$ cat src/rtl/stps_pkg.sv
package stps_pkg;

    localparam int FRAC_BITS = 20;
    localparam int DIV_W     = 2 * FRAC_BITS + 4;
    localparam int PROD_W    = 32 + FRAC_BITS;

    localparam logic [63:0] ONE_SQ  = 64'd1 << (2 * FRAC_BITS);
    localparam logic [41:0] T_LIMIT = 42'h0007FFFFFFF;

    localparam logic [2:0] REG_CENTER_X  = 3'd0;
    localparam logic [2:0] REG_CENTER_Y  = 3'd1;
    localparam logic [2:0] REG_CENTER_Z  = 3'd2;
    localparam logic [2:0] REG_RADIUS    = 3'd3;
    localparam logic [2:0] REG_HIT_EPS   = 3'd4;
    localparam logic [2:0] REG_START_T   = 3'd5;
    localparam logic [2:0] REG_DIFF_STEP = 3'd6;
    localparam logic [2:0] REG_MAX_STEPS = 3'd7;

    localparam logic [31:0] CZ_RST   = 32'(-(64'sd100 <<< FRAC_BITS));
    localparam logic [30:0] RAD_RST  = 31'(64'd50 << FRAC_BITS);
    localparam logic [20:0] EPS_RST  = 21'(((64'd1 << FRAC_BITS) + 64'd50) / 64'd100);
    localparam logic [20:0] T0_RST   = 21'(((64'd1 << FRAC_BITS) + 64'd500) / 64'd1000);
    localparam logic [9:0]  STEP_RST = 10'd100;

    typedef struct packed {
        logic signed [23:0] screen_x;
        logic signed [23:0] screen_y;
        logic [17:0]        pixel_tag;
    } t_pix_in;

    typedef struct packed {
        logic        hit;
        logic [23:0] color;
        logic [17:0] pixel_tag_out;
    } t_pix_out;

    typedef struct packed {
        logic signed [31:0] center_x;
        logic signed [31:0] center_y;
        logic signed [31:0] center_z;
        logic [30:0]        sphere_radius;
        logic [20:0]        hit_eps;
        logic [20:0]        start_t;
        logic [20:0]        diff_step;
        logic [9:0]         max_steps;
    } t_cfg;

endpackage

$ cat src/rtl/stps_in_queue.sv
module stps_in_queue import stps_pkg::*; (
    input  logic    i_clk,
    input  logic    i_rst_n,
    input  logic    i_push,
    input  t_pix_in i_data,
    output logic    o_full,
    input  logic    i_pop,
    output logic    o_empty,
    output t_pix_in o_data
);
    t_pix_in    r_mem [2];
    logic       r_wp, r_rp;
    logic [1:0] r_cnt;
    logic       w_wr, w_rd;

    assign o_full  = (r_cnt == 2'd2);
    assign o_empty = (r_cnt == 2'd0);
    assign w_wr    = i_push && !o_full;
    assign w_rd    = i_pop && !o_empty;
    assign o_data  = r_mem[r_rp];

    always_ff @(posedge i_clk) begin
        if (!i_rst_n) begin
            r_wp  <= 1'b0;
            r_rp  <= 1'b0;
            r_cnt <= 2'd0;
        end else begin
            if (w_wr) r_wp <= ~r_wp;
            if (w_rd) r_rp <= ~r_rp;
            r_cnt <= r_cnt + 2'(w_wr) - 2'(w_rd);
        end
    end

    always_ff @(posedge i_clk) begin
        if (w_wr) r_mem[r_wp] <= i_data;
    end
endmodule

$ cat config.mk
export PLATFORM = sky130hd
export DESIGN_NAME = stps_in_queue
export DESIGN_NICKNAME = d
export VERILOG_FILES = /design/src/rtl/stps_pkg.sv /design/src/rtl/stps_in_queue.sv
export SDC_FILE = /design/constraint.sdc
export NUM_CORES = 1
export LEC_CHECK = 0
export ABC_AREA = 0
export BUFFER_PORTS_ARGS = -buffer_cell sky130_fd_sc_hd__buf_2
export CAP_MARGIN = 20
export CORE_ASPECT_RATIO = 1.5
export CORE_MARGIN = 5
export CORE_UTILIZATION = 52
export CTS_BUF_LIST = sky130_fd_sc_hd__clkbuf_4 sky130_fd_sc_hd__clkbuf_8 sky130_fd_sc_hd__clkbuf_16
export CTS_CLUSTER_DIAMETER = 100
export CTS_CLUSTER_SIZE = 16
export DETAILED_ROUTE_END_ITERATION = 6
export GPL_TIMING_DRIVEN = 0
export PLACE_DENSITY = 0.91
export REMOVE_ABC_BUFFERS = 1
export SETUP_SLACK_MARGIN = 0.02
export SYNTH_ARGS = -nofsm -noshare
export SYNTH_HDL_FRONTEND = slang
export SYNTH_SLANG_ARGS = --single-unit
$ cat constraint.sdc
create_clock -name i_clk -period 4.9 [get_ports i_clk]
set_input_delay 0.98 -clock i_clk [delete_from_list [all_inputs] [get_ports i_clk]]
set_output_delay 0.98 -clock i_clk [all_outputs]
set_load 0.01 [all_outputs]
== Yosys cells after proc, flatten, opt, wreduce, memory -nomap -nowiden ==
Memories as Yosys holds them, arrays and structs flattened. A register that Yosys moved wholly into a read port is not among the register bits.
Index checks and enable logic that the tools add are counted.
Storage, ports and cells
  register bits: 4
  bits in writable memories: 132
  output and inout port bits: 68
  word-level logic and storage cells: 18
  memories kept: 1
Memory list
  r_mem: depth 2, bits a word 66, read ports 1, clocked after memory_dff 1, write ports 1, RTL line stps_in_queue.sv:11  | t_pix_in r_mem [2];
Operators by class
  add/subtract/negate cells: 2
  equality and inequality tests: 1
  muxes and demuxes: 4
  bitwise gates (word level): 2
  reduce and logical (&&, ||, !) cells: 5
Operator list (number)
  1-bit two-way mux: 4
  2-bit by 1-bit adder with 2-bit output: 1
  2-bit equality test (second input constant): 1
  1-bit logical AND: 2
  1-bit logical NOT: 2
  2-bit logical NOT: 1
  1-bit NOT: 2
  2-bit by 1-bit subtractor with 2-bit output: 1

== Longest topological paths before layout ==
  word-level depth: 5
  mapped depth: 8

== Worst setup path before layout ==
No wires, ideal clock.
  path kind: input -> register
  start point: in i_push
  end point: mem r_mem[0][0] in the netlist's numbering, enable pin
  library setup time: 490 ps
  arrival time: 3833 ps
  required time: 4410 ps
  setup slack: 577 ps
  cell stages on the path: 2
  path buffers: 0
  cell sequence: nand2_1 > nor2_1
Between the ends
  cells in the longest elaborated chain, start to end: 3
RTL lines
  from (decl): RTL line stps_in_queue.sv:4  | input logic i_push,
  1-bit logical AND: RTL line stps_in_queue.sv:18  | assign w_wr = i_push && !o_full;
  1-bit two-way mux: RTL line stps_in_queue.sv:35  | if (w_wr) r_mem[r_wp] <= i_data;
  1-bit two-way mux (implied by the code): RTL line stps_in_queue.sv:35
  to (decl): RTL line stps_in_queue.sv:11
Every way passes these cells.

==> results.cfg <==
[critical_path]
crit_path_cell_trace = buf_16, mux2_2, buf_2
cp_max_fo = 53
slowest_delay_ps = 490
cp_num_buf_inv = 2
crit_type = reg2out
worstSetupEndpointType = output port
startpoint_type = flop
worstPathArrival_ps = 1790
crit_required_ps = 3920
cp_slowest_cell = dfxtp_4
cp_top_family = buffers and inverters

[detailed_routing]
dr.first_iter.drc_count = 121
wl_mm = 9.09
ant_nets = 0
viasPerCell = 4.97
vias = 2543
dr.pass1.iters = 5
routedWlPerCell_um = 17.8
drc = 0

[layout]
area_growth_pct = 28.1
nets = 456
num-fill-cells = 660
final_core_util = 0.682
drive_gt1_frac = 0.605
diodes = 0
instances_no_fill = 512

[place]
io_buffers = 137
place.gp.congestion = 0.730
place_ws_ps = 2340
placed_cells_incl_taps = 480
hpwl_mm = 6.36

[yosys]
muxShareOfSynthArea = 0.175
synth-seq-area-share = 0.788
ys_ff_latch = 137
synth_area_per_cell_um2 = 22.2
synthAdderAreaFrac = 0.00485
synth_simple_gate_area_frac = 0.0121
syn_inst = 232
synth-xor-area-share = 0.00340
synth_compound_area_frac = 0.00146
synth_cell_types = 18
ys_warn_count = 0
synth_top_family_by_area = multiplexers
syn-cell-area_um2 = 5160

[global_routing]
grt_usage = 0.158
grt_antenna_before_repair = 0
grt_pass1_wl_mm = 14.3
grt_overflow = 0
grt_pass1_vias = 2771
grt_max_degree = 67

[floorplanning]
io_pins = 138
die_area_um2 = 12100
core_um2 = 9690
die_x_um = 91.3
die_h_um = 132
initial_core_util = 0.532
rows = 44

[pwr]
power_density_nw_per_um2 = 574
peakVddDrop_v = 0.000376
p_leak_nw = 2.61

[outcome]
outcome = finished clean

[clock_tree]
clock_path_buffers = 2
hold_buffers = 0
cts_tree = done
cts.repair.resized = 0
clkTransAtPathRegs_ps = 50
clock-root-buffer = clkbuf_16
cts_sinks = 137
htree_levels = 4
post_cts_buffers = 0
clock_latency_ps = 400
numCtsBuffers = 17

[sta]
maxSlewViolCount = 0
fmaxAchievable_ghz = 0.361
fin_crit_ps = 2770
fin_ws_ps = 2130
tightest_slew_ps = 923
relSlewSlack = 0.385
final_hold_viol_count = 0
post-route-period-util = 0.565
rsz0062_at_grt = no
setup_violations = 0
finalClockSkew_ps = 6.21

[job]
cap_viol_max_count = 0

[worst_hold_path]
min_path_type = reg2reg
## metrics by stage
step	total power, W	setup TNS, ps	instance area, µm²	hold WS [ps]
global route	0.00397	0	6610	570
floorplan	0.00224	0	5090	455
finish	0.00379	0	6610	530
detailed placement	0.00260	0	6020	510
global placement	0.00258	-48030	5920	464
CTS	0.00385	0	6610	530
## report_power, final
| part | internal, W | switching [W] |
|---|---|---|
| Combinational | 0.000495 | 0.000467 |
| Clock | 0.000820 | 0.000422 |
| Sequential | 0.00151 | 0.0000731 |
| Total | 0.00283 | 0.000962 |
## registers in the layout, indices dropped and copies added, names as in the netlist, named ones only
register,count
r_mem,132
r_wp,1
r_rp,1
r_cnt,2
## routing by layer
layer	global-route usage	vias to the layer above	wire length (µm)
li1	-	1219	-
met1	0.170	1238	3320
met2	0.275	78	5120
met3	0.0560	8	547
met4	0.0693	0	97
met5	0	-	0
## worst paths after layout
check / from / endpoint / slack (ps) / cells after the start
worst max-delay path: flop / o_data[21] / 2130 / 3
worst min-delay path: r_rp / r_rp / 530 / 2
worst max register to register: r_cnt[0] / r_mem[0][1] / 2920 / 5
worst min register to register: r_rp / r_rp / 530 / 2
## tightest hold or removal path, cell delays in order (launching register included)
cell and delay [ps]:
dfxtp_1 330, xnor2_1 90, nor2_1 80
## cell usage after synthesis
cell      instances  area share
edfxtp_1        132        0.77
mux2_4           40        0.12
mux2_2           26       0.057
buf_6             5       0.011
dfxtp_1           5       0.019
nor2_1            5      0.0036
inv_1             3      0.0022
and2_1            2      0.0024
buf_2             2      0.0019
ha_1              2      0.0049
nand2_1           2      0.0015
nand2b_1          2      0.0024
and3_1            1      0.0012
mux2i_1           1      0.0019
nor3_1            1     0.00097
o21a_1            1      0.0015
xnor2_1           1      0.0017
xor2_1            1      0.0017
## area by class of cell
type                            instances  area, µm²  share of cell area
Clock inverter                         10        126              0.0191
Clock buffer                           22        463              0.0700
Timing Repair Buffer                  140        768               0.116
Sequential cell                       137       4070               0.615
Tap cell                              115        144              0.0218
Inverter                                3       11.3             0.00170
Multi-Input combinational cell         85       1030               0.156
## logic make-up (layout without fill, tap and decap cells)
kind of cell               count (synthesis)  count (layout)
DFF                                      137             137
muxes                                     67              67
and+or+nand+nor                           13              13
buffers and inverters                     10             175
adders and majority gates                  2               2
xor gates and xnor gates                   2               2
AOI/OAI and AO/OA                          1               1
## cell usage in the layout, fill, tap and decap left out
cell type   instances
and2_1              2
and3_4              1
buf_16              3
buf_2             137
bufinv_16           3
clkbuf_16          17
clkbuf_4            5
clkinv_1            1
clkinv_2            5
clkinvlp_4          1
dfxtp_1             4
dfxtp_4             1
edfxtp_1          132
ha_1                2
inv_1               3
mux2_2             26
mux2_4             40
mux2i_1             1
nand2_1             2
nand2b_1            2
nor2_1              4
nor2_4              1
nor3_1              1
o21a_1              1
xnor2_1             1
xor2_1              1
(Power assumes the default switching activity.)
