==> config.mk <==
export PLATFORM = sky130hd
export DESIGN_NAME = stps_out_queue
export DESIGN_NICKNAME = d
export VERILOG_FILES = /design/src/rtl/stps_pkg.sv /design/src/rtl/stps_out_queue.sv
export SDC_FILE = /design/constraint.sdc
export NUM_CORES = 1
export LEC_CHECK = 0
export ABC_AREA = 0
export BUFFER_PORTS_ARGS = -buffer_cell sky130_fd_sc_hd__clkbuf_2
export CORE_MARGIN = 1
export CORE_UTILIZATION = 52
export CTS_CLUSTER_SIZE = 16
export DETAILED_ROUTE_END_ITERATION = 8
export PLACE_DENSITY = 0.79
export SLEW_MARGIN = 20
export SYNTH_ARGS = -nofsm -noshare
export SYNTH_HDL_FRONTEND = slang
export SYNTH_SLANG_ARGS = --single-unit
==> constraint.sdc <==
create_clock -name i_clk -period 3.8 [get_ports i_clk]
set_input_delay 0.38 -clock i_clk [delete_from_list [all_inputs] [get_ports i_clk]]
set_output_delay 0.38 -clock i_clk [all_outputs]
set_load 0.01 [all_outputs]
==> src/rtl/stps_pkg.sv <==
package stps_pkg;

    localparam int FRAC_BITS = 20;
    localparam int DIV_W     = 2 * FRAC_BITS + 4;
    localparam int PROD_W    = 32 + FRAC_BITS;

    localparam logic [63:0] ONE_SQ  = 64'd1 << (2 * FRAC_BITS);
    localparam logic [41:0] T_LIMIT = 42'h0007FFFFFFF;

    localparam logic [2:0] REG_CENTER_X  = 3'd0;
    localparam logic [2:0] REG_CENTER_Y  = 3'd1;
    localparam logic [2:0] REG_CENTER_Z  = 3'd2;
    localparam logic [2:0] REG_RADIUS    = 3'd3;
    localparam logic [2:0] REG_HIT_EPS   = 3'd4;
    localparam logic [2:0] REG_START_T   = 3'd5;
    localparam logic [2:0] REG_DIFF_STEP = 3'd6;
    localparam logic [2:0] REG_MAX_STEPS = 3'd7;

    localparam logic [31:0] CZ_RST   = 32'(-(64'sd100 <<< FRAC_BITS));
    localparam logic [30:0] RAD_RST  = 31'(64'd50 << FRAC_BITS);
    localparam logic [20:0] EPS_RST  = 21'(((64'd1 << FRAC_BITS) + 64'd50) / 64'd100);
    localparam logic [20:0] T0_RST   = 21'(((64'd1 << FRAC_BITS) + 64'd500) / 64'd1000);
    localparam logic [9:0]  STEP_RST = 10'd100;

    typedef struct packed {
        logic signed [23:0] screen_x;
        logic signed [23:0] screen_y;
        logic [17:0]        pixel_tag;
    } t_pix_in;

    typedef struct packed {
        logic        hit;
        logic [23:0] color;
        logic [17:0] pixel_tag_out;
    } t_pix_out;

    typedef struct packed {
        logic signed [31:0] center_x;
        logic signed [31:0] center_y;
        logic signed [31:0] center_z;
        logic [30:0]        sphere_radius;
        logic [20:0]        hit_eps;
        logic [20:0]        start_t;
        logic [20:0]        diff_step;
        logic [9:0]         max_steps;
    } t_cfg;

endpackage

==> src/rtl/stps_out_queue.sv <==
module stps_out_queue import stps_pkg::*; (
    input  logic     i_clk,
    input  logic     i_rst_n,
    input  logic     i_push,
    input  t_pix_out i_data,
    output logic     o_full,
    input  logic     i_pop,
    output logic     o_empty,
    output t_pix_out o_data
);
    t_pix_out   r_mem [2];
    logic       r_wp, r_rp;
    logic [1:0] r_cnt;
    logic       w_wr, w_rd;

    assign o_full  = (r_cnt == 2'd2);
    assign o_empty = (r_cnt == 2'd0);
    assign w_wr    = i_push && !o_full;
    assign w_rd    = i_pop && !o_empty;
    assign o_data  = r_mem[r_rp];

    always_ff @(posedge i_clk) begin
        if (!i_rst_n) begin
            r_wp  <= 1'b0;
            r_rp  <= 1'b0;
            r_cnt <= 2'd0;
        end else begin
            if (w_wr) r_wp <= ~r_wp;
            if (w_rd) r_rp <= ~r_rp;
            r_cnt <= r_cnt + 2'(w_wr) - 2'(w_rd);
        end
    end

    always_ff @(posedge i_clk) begin
        if (w_wr) r_mem[r_wp] <= i_data;
    end
endmodule

After elaboration in Yosys (flattened, before gate mapping)
Memories as Yosys holds them, arrays and structs flattened. A register that Yosys moved wholly into a read port is not among the register bits. Index checks and enable logic that the tools add are counted.

$mul: 0. Reductions and logical operators: 5. Shift operators: 0. Bitwise operators: 2. Magnitude comparators: 0. $add $sub $neg: 2. Mux-type cells: 4. Div/mod/pow operators: 0. Eq/ne operators: 1.

Operator list (count): 1-bit two-way mux (4); 2-bit by 1-bit adder with 2-bit output (1); 2-bit equality test (second input constant) (1); 1-bit logical AND (2); 1-bit zero test (2); 2-bit zero test (1); 1-bit NOT (2); 2-bit by 1-bit subtractor with 2-bit output (1).

Logic and storage cells: 18. Input port bits: 47. ROM bits: 0. Register bits after elaboration: 4. Bits in writable memories: 86. Memories: 1. Bits in latches: 0.

Memory list: r_mem (words 2, bits a word 43, read ports 1, clocked after memory_dff 1, wr ports 1, line stps_out_queue.sv:11) `t_pix_out r_mem [2];`.

Longest topological paths before layout
Depth in word-level cells: 5. Depth in mapped cells: 8.

Least setup slack after synthesis
OpenSTA, ideal clock, no wires.

Path type: reg-to-reg. Start: register r_cnt[0]. End: memory r_mem[0][0] in the netlist's numbering, enable pin. Data arrival time: 2.399 ns. Required time: 3.357 ns. Stages on the path, launching flop included: 4. Period minus slack after synthesis: 2.842 ns. Setup slack: 0.958 ns. Cells stage by stage: dfxtp_1 nand2b_1 nand2_1 nor2_1.

Longest elaborated chain between the ends: 5.

Ends and longest elaborated chain: start: declaration (line stps_out_queue.sv:13) `logic [1:0] r_cnt;`; start signal: assignment (line stps_out_queue.sv:30) `r_cnt <= r_cnt + 2'(w_wr) - 2'(w_rd);`; 2-bit equality test (line stps_out_queue.sv:16) `assign o_full = (r_cnt == 2'd2);`; 1-bit zero test (line stps_out_queue.sv:18) `assign w_wr = i_push && !o_full;`; 1-bit logical AND (line stps_out_queue.sv:18); 1-bit two-way mux (line stps_out_queue.sv:35) `if (w_wr) r_mem[r_wp] <= i_data;`; 1-bit two-way mux (implied by the code) (line stps_out_queue.sv:35); end: declaration (line stps_out_queue.sv:11).

Every way passes these cells.

==> flow_metrics.tcl <==
set metrics [dict create \
    fin_skew_ns 0.006554 \
    period_minus_slack_ns 2.335 \
    path_buf_inv 2 \
    area_growth_pct 18.65 \
    synth-seq-cells 91 \
    cts_max_level 3 \
    synth_edf_count 86 \
    syn_inst 161 \
    crit_fanout 20 \
    hold_ws_ns 0.2199 \
    worst_slew_margin_rel_pct 30.49 \
    sw_frac_of_total_pct 28.67 \
    drt-pass1-iter-count 8 \
    slowest_stage "dfxtp_2" \
    clkPwrFrac_pct 20.1 \
    cts_buffers 9 \
    die_w_um 84.54 \
    hp-class "in2reg" \
    tritoncts "done" \
    io_pins 92 \
    cts_resized 0 \
    arrival_ns 1.96 \
    detail-route-antenna-nets 0 \
    synth_nets 210 \
    pwr-share-seq_pct 50.2 \
    synthMostInstantiatedCell "edfxtp_1" \
    remaining_drc_errors 6 \
    routedWlPerCell_um 15.91 \
    critical_path_class "reg2out" \
    worstPathRequired_ns 3.42 \
    coreArea_mm2 0.006459 \
    setup_viol 0 \
    nets 310 \
    cpLargestDelayFamily "flip-flops" \
    clk-insertion-delay-late_ns 0.34 \
    worstPathCellList "buf_4 > mux2_4 > clkbuf_2" \
    final_cells 343 \
    worst_pin_slew_ns 1.043 \
    async_flop_share_pct 0 \
    crit_path_start_kind "flop" \
    share_comb_of_total_power_pct 29.7 \
    totalWireLength_um 5456 \
    use_met1_pct 19.40 \
    p_switching_mw 0.7904 \
    status "finished with violations" \
    grt_pass1_vias 1716 \
    fillCellCount 462 \
    rr_worst_depth 4 \
    yosysWarnings 0 \
    yosysSeqAreaShare_pct 75.73 \
    dpl_cell_area_mm2 0.004035 \
    clkSlewWorstSetupHoldPaths_ns 0.09 \
    yosysTopAreaCellShare_pct 72.91 \
    syn_area_per_cell_um2 22.00 \
    antenna_found_initial 0 \
    rsz0062_at_grt "false" \
    synthTopCellsByCount "edfxtp_1 (86), mux2_4 (40), dfxtp_1 (5), nor2_1 (5), buf_12 (4)" \
    gp_congestion 0.7157 \
    powerDensity_mw_per_mm2 656.0 \
    grt_usage_pct 15.96 \
    diodes 0 \
    fin_tns_setup_ns 0 \
    drv_slew 0 \
    portBuffers 91 \
    cap_violations 0 \
    dieArea_mm2 0.007146 \
    met3_usage_pct 4.720 \
    power_mw 2.757 \
    grt_pass1_wl_um 8418 \
    cts_hold_buf 0 \
    hold_viol_final 0 \
    synth_area_mm2 0.003542 \
    yosys.cell_types.count 18 \
    rows 29 \
    fmax_mhz 428.3 \
    viasPerCell 4.997 \
    root_buffer "clkbuf_8" \
    grt.busiest_layer "met2" \
    p_int_mw 1.967 \
    worst-path-stages 3 \
    p_leak_nw 1.699 \
    cts_setup_buffers 0 \
    clockBufferDepth 2 \
    synth_top_flop_cell "edfxtp_1" \
    peakVddDrop_mv 0.5359 \
    grt.overflow.total 0 \
    drt_iter0_drc 120 \
    start_util_pct 54.84 \
    violations "design-rule violations" \
    ys_top_cells_by_area "edfxtp_1 (73%), mux2_4 (17%), dfxtp_1 (2.8%), buf_12 (2.3%), mux2_2 (0.95%)" \
    grt_max_degree 44 \
    min_period_over_period_pct 61.45 \
    crit_path_end_kind "output pin" \
    vias 1714 \
    cts.sinks 91 \
    grt.met2_usage_pct 26.39 \
    critPathMaxStageDelay_ns 0.73 \
    yosys.area.top_type "edfxtp_1" \
    die_y_um 84.54 \
    place_inst 327 \
    hold_depth 1 \
    final_area_mm2 0.004203 \
    place_hpwl_um 3693 \
    drive_gt1_share_pct 57.89 \
]
==> routing by layer <==
metal | vias to the layer above | share of wire [%]
li1 | 817 | -
met1 | 825 | 42
met2 | 61 | 51
met3 | 11 | 5.4
met4 | 0 | 2.1
met5 | - | 0
==> cell type report <==
cell class,count,area (um2),area share (%)
well taps,77,96.34,2.292
multi-input cells,62,765.7,18.22
repair buffers,94,478.0,11.37
clock buffers,9,123.9,2.947
inverters,3,11.26,0.2679
clock inverters,7,43.79,1.042
flip-flops and latches,91,2684,63.86
==> power groups by stage <==
stage | registers, mW | clock network, mW | logic (mW)
5_1_grt | 1.40 | 0.609 | 0.880
6_report | 1.38 | 0.554 | 0.820
2_1_floorplan | 1.36 | 0 | 0.665
4_1_cts | 1.39 | 0.569 | 0.836
3_5_place_dp | 1.41 | 0 | 0.835
3_3_place_gp | 1.40 | 0 | 0.822
==> final timing paths <==
check / startpoint / endpoint / slack [ns]
worst max-delay path: flop / o_data[36] / 1.46
worst min-delay path: i_data[23] / r_mem[1][23]$_DFFE_PP_ / 0.22
worst max register to register: r_cnt[0]$_SDFF_PN0_ / r_mem[0][19]$_DFFE_PP_ / 1.80
worst min register to register: r_rp$_SDFFE_PN0P_ / r_rp$_SDFFE_PN0P_ / 0.52
==> sequential cells by signal, indices dropped and copies added (netlist names), named ones only <==
name and flops:
r_rp 1, r_mem 86, r_wp 1, r_cnt 2
==> layout by cell type (no fill, tap or decap) <==
| cell type | instances |
|---|---|
| and2_1 | 2 |
| and3_2 | 1 |
| buf_4 | 3 |
| clkbuf_2 | 91 |
| clkbuf_8 | 9 |
| clkinv_1 | 2 |
| clkinv_2 | 1 |
| clkinvlp_4 | 3 |
| dfxtp_1 | 4 |
| dfxtp_2 | 1 |
| edfxtp_1 | 86 |
| ha_1 | 2 |
| inv_1 | 3 |
| inv_6 | 1 |
| mux2_2 | 3 |
| mux2_4 | 40 |
| mux2i_1 | 1 |
| nand2_1 | 2 |
| nand2b_1 | 2 |
| nor2_1 | 4 |
| nor2_4 | 1 |
| nor3_1 | 1 |
| o21a_1 | 1 |
| xnor2_1 | 1 |
| xor2_1 | 1 |
==> worst reg2reg max path, delay by kind of cell, from the launching register on <==
family | cells | cell delay [ns]
buffers and inverters | 1 | 0.39
DFF | 1 | 0.37
and+or+nand+nor | 3 | 0.93
==> through the flow <==
step	util (%)	setup WS, ns
after floorplan	-	0.9575
after global placement	62.48	1.789
after detailed placement	62.48	1.748
after CTS	65.07	1.411
after global routing	65.07	1.367
final	65.07	1.465
==> kinds of logic after synthesis <==
logic type | synth area share, %
and+or+nand+nor | 1.766
AOI/OAI and AO/OA | 0.2120
buffers and inverters | 2.897
adders and majority gates | 0.7064
xor gates and xnor gates | 0.4946
muxes | 18.19
DFF | 75.73
(Power assumes the default switching activity.)
